### src/sv/lph_pkg.sv
// ----------------------------------------------------------------------------
// lph_pkg: shared types and constants of the linear probe hash table
// Operation, result and slot codes, port widths, reset values and the
// control group that travels from the front end to the back end.
// ----------------------------------------------------------------------------
package lph_pkg;

   // Defaults for the top-level parameters
   localparam int CAPACITY_DEF   = 64;
   localparam int KEY_BITS_DEF   = 32;
   localparam int VALUE_BITS_DEF = 64;

   // Fixed port widths
   localparam int MODE_W     = 2;
   localparam int KEY_ID_W   = 32;
   localparam int KEY_HASH_W = 32;
   localparam int VALUE_W    = 64;
   localparam int STATUS_W   = 2;
   localparam int LIMIT_W    = 6;

   // Register file
   localparam int                 CSR_ADDR_W       = 3;
   localparam int                 CSR_DATA_W       = 32;
   localparam logic               CSR_LOAD_LIMIT   = 1'b0;
   localparam logic [LIMIT_W-1:0] LOAD_LIMIT_RESET = 6'd48;

   // Depth of the queue between front and back end
   localparam int QUEUE_DEPTH = 2;

   typedef enum logic [1:0] {
      OP_GET = 2'd0,
      OP_SET = 2'd1,
      OP_DEL = 2'd2,
      OP_BAD = 2'd3
   } op_type;

   typedef enum logic [STATUS_W-1:0] {
      RS_OK        = 2'd0,
      RS_NOT_FOUND = 2'd1,
      RS_FULL      = 2'd2
   } status_type;

   typedef enum logic [1:0] {
      SLOT_EMPTY = 2'd0,
      SLOT_LIVE  = 2'd1,
      SLOT_TOMB  = 2'd2
   } slot_type;

   // Head of the queue as seen by the back end
   typedef struct packed {
      logic   valid;
      op_type op;
   } head_type;

   function automatic op_type decode_mode(input logic [MODE_W-1:0] mode);
      op_type op;
      case (mode)
         OP_GET:  op = OP_GET;
         OP_SET:  op = OP_SET;
         OP_DEL:  op = OP_DEL;
         default: op = OP_BAD;
      endcase
      return op;
   endfunction

endpackage

### src/sv/lph_front.sv
// ----------------------------------------------------------------------------
// lph_front: request intake and classification
// Accepts request transactions, decodes the mode, masks the key and value,
// takes the home slot from the hash and queues the result for the back end.
// ----------------------------------------------------------------------------
module lph_front #(
   parameter int CAPACITY   = lph_pkg::CAPACITY_DEF,
   parameter int KEY_BITS   = lph_pkg::KEY_BITS_DEF,
   parameter int VALUE_BITS = lph_pkg::VALUE_BITS_DEF
) (
   input  logic                          clock,
   input  logic                          reset,
   input  logic                          hold,
   input  logic                          req_valid,
   output logic                          req_stall,
   input  logic [lph_pkg::MODE_W-1:0]     req_mode,
   input  logic [lph_pkg::KEY_ID_W-1:0]   req_key_id,
   input  logic [lph_pkg::KEY_HASH_W-1:0] req_key_hash,
   input  logic [lph_pkg::VALUE_W-1:0]    req_value_in,
   input  logic                          q_pop,
   output lph_pkg::head_type              head,
   output logic [KEY_BITS-1:0]           q_key,
   output logic [$clog2(CAPACITY)-1:0]   q_home,
   output logic [VALUE_BITS-1:0]         q_value
);
   import lph_pkg::*;

   localparam int ADDR_W = $clog2(CAPACITY);
   localparam int PTR_W  = $clog2(QUEUE_DEPTH);
   localparam int QCNT_W = $clog2(QUEUE_DEPTH + 1);

   op_type                ent_op_ff   [QUEUE_DEPTH];
   logic [KEY_BITS-1:0]   ent_key_ff  [QUEUE_DEPTH];
   logic [ADDR_W-1:0]     ent_home_ff [QUEUE_DEPTH];
   logic [VALUE_BITS-1:0] ent_val_ff  [QUEUE_DEPTH];
   logic [PTR_W-1:0]      wr_ptr_ff, wr_ptr_in;
   logic [PTR_W-1:0]      rd_ptr_ff, rd_ptr_in;
   logic [QCNT_W-1:0]     count_ff, count_in;
   logic                  push;

   assign req_stall = hold || (count_ff == QCNT_W'(QUEUE_DEPTH));
   assign push      = req_valid && !req_stall;

   always_comb begin
      wr_ptr_in = push  ? wr_ptr_ff + 1'b1 : wr_ptr_ff;
      rd_ptr_in = q_pop ? rd_ptr_ff + 1'b1 : rd_ptr_ff;
      count_in  = count_ff;
      if (push && !q_pop) begin
         count_in = count_ff + 1'b1;
      end else if (!push && q_pop) begin
         count_in = count_ff - 1'b1;
      end
   end

   always_ff @(posedge clock) begin
      if (reset) begin
         wr_ptr_ff <= '0;
         rd_ptr_ff <= '0;
         count_ff  <= '0;
      end else begin
         wr_ptr_ff <= wr_ptr_in;
         rd_ptr_ff <= rd_ptr_in;
         count_ff  <= count_in;
      end
      if (push) begin
         ent_op_ff[wr_ptr_ff]   <= decode_mode(req_mode);
         ent_key_ff[wr_ptr_ff]  <= KEY_BITS'(req_key_id);
         ent_home_ff[wr_ptr_ff] <= req_key_hash[ADDR_W-1:0];
         ent_val_ff[wr_ptr_ff]  <= VALUE_BITS'(req_value_in);
      end
   end

   assign head.valid = (count_ff != '0);
   assign head.op    = ent_op_ff[rd_ptr_ff];
   assign q_key      = ent_key_ff[rd_ptr_ff];
   assign q_home     = ent_home_ff[rd_ptr_ff];
   assign q_value    = ent_val_ff[rd_ptr_ff];

endmodule

### config.mk
export PLATFORM = sky130hd
export DESIGN_NAME = lph_front
export DESIGN_NICKNAME = d
export VERILOG_FILES = /design/src/sv/lph_pkg.sv /design/src/sv/lph_front.sv
export SDC_FILE = /design/constraint.sdc
export NUM_CORES = 1
export LEC_CHECK = 0
export BUFFER_PORTS_ARGS = -buffer_cell sky130_fd_sc_hd__buf_4
export CAP_MARGIN = 15
export CORE_UTILIZATION = 50
export CTS_BUF_LIST = sky130_fd_sc_hd__clkbuf_16
export DETAILED_ROUTE_END_ITERATION = 16
export PLACE_DENSITY_LB_ADDON = 0.05
export SYNTH_ARGS = -nofsm -noshare
export SYNTH_HDL_FRONTEND = slang
export SYNTH_SLANG_ARGS = --single-unit
### constraint.sdc
create_clock -name clock -period 7.7 [get_ports clock]
set_clock_uncertainty 0.05 [all_clocks]
set_input_delay 1.54 -clock clock [delete_from_list [all_inputs] [get_ports clock]]
set_output_delay 1.54 -clock clock [all_outputs]
set_load 0.01 [all_outputs]
# After elaboration in Yosys (flattened, before gate mapping)
# Memories as Yosys holds them, arrays and structs flattened. A register that Yosys moved wholly into a read port is not among the register bits.
# Cells that the tools add are included.
# classes
eq_ne	3
muxes	14
reduce_logical	10
addsub	4
# ops
op	count
$mux W1	10
$mux W2	3
$pmux W2 S3	1
$eq A2 B2 Y1 const B	2
$reduce_bool A2 Y1	2
$logic_and A1 B1 Y1	3
$logic_not A1 Y1	3
$add A1 B1 Y1 const B	2
$add A2 B1 Y2 const B	1
$eq A2 B1 Y1 const B	1
$logic_not A2 Y1	1
$sub A2 B1 Y2 const B	1
$logic_or A1 B1 Y1	1
# totals
reg_bits	4
n_memories	4
ramBits	208
output_inout_bits	106
input_bits	135
# memory_table
name	depth	word_bits	read_ports	rd_clocked_by_memory_dff	write_ports	line_no	rtl
ent_val_ff	2	64	1	1	1	lph_front.sv:35	logic [VALUE_BITS-1:0] ent_val_ff [QUEUE_DEPTH];
ent_key_ff	2	32	1	1	1	lph_front.sv:33	logic [KEY_BITS-1:0] ent_key_ff [QUEUE_DEPTH];
ent_home_ff	2	6	1	1	1	lph_front.sv:34	logic [ADDR_W-1:0] ent_home_ff [QUEUE_DEPTH];
ent_op_ff	2	2	1	1	1	lph_front.sv:32	op_type ent_op_ff [QUEUE_DEPTH];

# Longest topological paths before layout
# logic_depth
ltp_word	8
depth_mapped	6

# Worst setup path after synthesis
# Ideal clock, no wire load.
# synth_timing
path_type	input to register
start	input req_valid
end	memory ent_home_ff[0][0] in the netlist's numbering (enable)
setup_slack_ps	593
path_stages	3
required_ps	7070
path_buffers	0
setup_ps	580
arrival_ps	6476
path_cell_list	nor2b_1 -> and2_1 -> nor2b_1
# synth_via
elab_chain_cells	3
# synth_lines
item	line_no	rtl
start: declaration	lph_front.sv:14	input logic req_valid,
$logic_and A1 B1 Y1	lph_front.sv:42	assign push = req_valid && !req_stall;
$mux W1	lph_front.sv:65	if (push) begin
$mux W1 (implied by the code)	lph_front.sv:68	ent_home_ff[wr_ptr_ff] <= req_key_hash[ADDR_W-1:0];
end: declaration	lph_front.sv:34	
# Every way passes these cells.

==> results.json <==
{
  "status": "finished clean",
  "finalSetupTns_ps": 0,
  "die_height_um": 128,
  "worst_hold_path_type": "flop to flop",
  "final_layout_size_suffix_gt1_share_pct": 59.7,
  "final_common_cell": "buf_4",
  "worstReg2RegEnd": "ent_key_ff[0][13]",
  "post-place-ws_ps": 3640,
  "power-per-cell-area_nw_per_um2": 261,
  "cts_inserted_buffers": 22,
  "worstMarginPinSlew_ps": 1080,
  "synth_top_area_share_pct": 78.1,
  "portBuffers": 214,
  "grt.met3_usage_pct": 6.78,
  "grt_use_met1_pct": 19.4,
  "post_synth_and_or_nand_nor_area_fraction_pct": 0.954,
  "grt_antenna_before_repair": 0,
  "critical_path.endpoint_type": "primary output",
  "largest_net_degree_at_the_start_of_global_routing": 62,
  "area_growth_syn_to_layout_pct": 31.6,
  "die_width_um": 128,
  "grt_first_pass_wirelength_mm": 20.9,
  "vias_in_the_first_global_route": 4014,
  "period_share_pct": 57.6,
  "final-max-slew-violation-count": 0,
  "initialDrtViolationCount": 203,
  "netlist_area_um2": 8000,
  "clock_sinks": 213,
  "cts_tree": "built",
  "worst_skew_pair.late_latency_ps": 490,
  "busiest_layer": "met2",
  "synthTopCellsByArea": "edfxtp_1 (78%), mux2_4 (11%), mux2_2 (6.2%)",
  "yosys.area_share.xor_xnor_pct": 0.329,
  "final.setup.worst_slack_ps": 3260,
  "syn-instance-count": 353,
  "power.leakage_nw": 4.04,
  "fp.dieArea_um2": 16500,
  "critical_path_required_ps": 6110,
  "cap_violations": 0,
  "worst_setup_path_start_kind": "flop",
  "hold_viol_final": 0,
  "finalWorstPathRequiredPeriod_ps": 4440,
  "grt_remaining_overflow": 0,
  "drc": 0,
  "yosys_warning_total": 0,
  "worst_ep_arrival_time_ps": 2850,
  "post_drt_wl_per_cell_um": 17.5,
  "post-synth-top-area-cell": "edfxtp_1",
  "critPathMaxFanout": 61,
  "grt_setup_unrepaired": "no",
  "maxSlewHeadroom_pct": 27.8,
  "mappedNetlistNets": 489,
  "synth.distinct_cells": 23,
  "hpwl_mm": 8.92,
  "placeable_core_area_um2": 15400,
  "synth_area_in_compound_gates_pct": 0.188,
  "placed_cell_area_um2": 9790,
  "crit_type": "flop to primary output",
  "cts_setup_buffers": 0,
  "setup-violations-final": 0,
  "dr.pass1.iters": 4,
  "cts_repair_resize_count": 0,
  "ys_ff_latch": 213,
  "synth-adder-area-share_pct": 0.156,
  "reg2regPathDepth": 5,
  "irDropWorstVdd_mv": 0.189,
  "grt.met2_usage_pct": 28.4,
  "regToRegSetupSlack_ps": 4980,
  "ctsLongestPathBuffers": 3,
  "final_area_um2": 10500,
  "htree_num_levels": 1,
  "n_antenna_cell": 0,
  "multiInputGateArea_um2": 1540,
  "gp_routability_congestion": 0.685,
  "initial_util_pct": 51.8,
  "route.vias.total": 3918,
  "timing.fmax_ghz": 0.225,
  "sequential_cell_area_um2": 6350,
  "synth.area.mux_share_pct": 17.5,
  "totalWireLength_mm": 14.1,
  "nFillCells": 1091,
  "clkSlewWorstSetupHoldPaths_ps": 60,
  "io_pins": 241,
  "most-common-layout-cells": "buf_4 (218), edfxtp_1 (208), mux2_4 (60)",
  "ant_nets": 0,
  "avgSynthCellArea_um2": 22.7,
  "groute.usage.overall_pct": 16.6,
  "register_area_share_after_synthesis_pct": 79.3,
  "final_nets": 717,
  "vias_per_cell": 4.87,
  "num_rows": 45,
  "worst_hold_startpoint": "count_ff[1]",
  "post_cts_hold_buffer_count": 0,
  "dominant_combinational_cell_family_by_area_after_synthesis": "multiplexers",
  "r2r_start": "count_ff[0]",
  "min_to": "count_ff[1]",
  "clock-root-buffer": "clkbuf_16",
  "hold_depth": 2
}
[worst max-delay path by stage]
stage                         to  depth (start not counted)  startpoint
2_1_floorplan  ent_home_ff[0][0]                          3   req_valid
3_3_place_gp   ent_val_ff[0][39]                          6        hold
3_5_place_dp   ent_val_ff[0][45]                          6        hold
4_1_cts                q_home[5]                          3        flop
5_1_grt                q_key[14]                          3        flop
6_report               q_home[5]                          3        flop
[critical path: stages, from the launching register on]
cell	delay, ps
dfxtp_4	1050
buf_4	690
mux2_2	430
buf_4	150
[flip-flops by register name (all words and copies together), names as in the netlist, named ones only]
signal / flops
rd_ptr_ff: 1
ent_home_ff: 12
ent_val_ff: 128
ent_op_ff: 4
ent_key_ff: 64
wr_ptr_ff: 1
count_ff: 2
[metrics by stage]
stage	cells	total power, mW	util [%]	hold WS, ps
CTS	804	2.77	68.2	474
global route	804	2.84	68.2	502
global placement	768	1.70	63.5	425
finish	804	2.74	68.2	460
floorplan	353	1.56	-	411
detailed placement	768	1.70	63.5	458
[cell families after synthesis]
family,after synthesis
multiplexers,104
adder cells (fa/ha/maj),1
flip-flops,213
buffers and inverters,15
AO/OA/AOI/OAI,3
XOR/XNOR,3
AND/OR/NAND/NOR,14
[cell usage after synthesis]
master    number
xnor2_1        1
inv_1          1
nor2b_1        2
a21oi_1        1
mux2_2        44
o21ai_1        1
buf_8          1
buf_2          4
or2_2          1
xor2_1         2
mux2_4        60
ha_1           1
nor2_1         4
or3_1          1
dfxtp_1        5
clkbuf_1       2
o21ai_0        1
nand3_1        1
buf_6          7
and3_1         1
edfxtp_1     208
nand2b_1       3
and2_1         1
[metal layers]
metal | wire length, µm | vias to the layer above
li1 | - | 1844
met1 | 5430 | 1917
met2 | 7140 | 139
met3 | 1250 | 18
met4 | 271 | 0
met5 | 0 | -
[where the power goes]
part           total, mW  switching (mW)  internal (mW)
sequential          1.37          0.0293           1.34
clock               1.07           0.401          0.667
combinational      0.311           0.127          0.184
[cell type report]
type,instances,area share (%)
repair buffers,218,15.6
clock buffers,23,5.47
multi-input cells,125,14.6
well taps,211,2.51
flip-flops and latches,213,60.3
inverters,1,0.0357
clock inverters,13,1.47
Power figures use the tool's default switching activity.
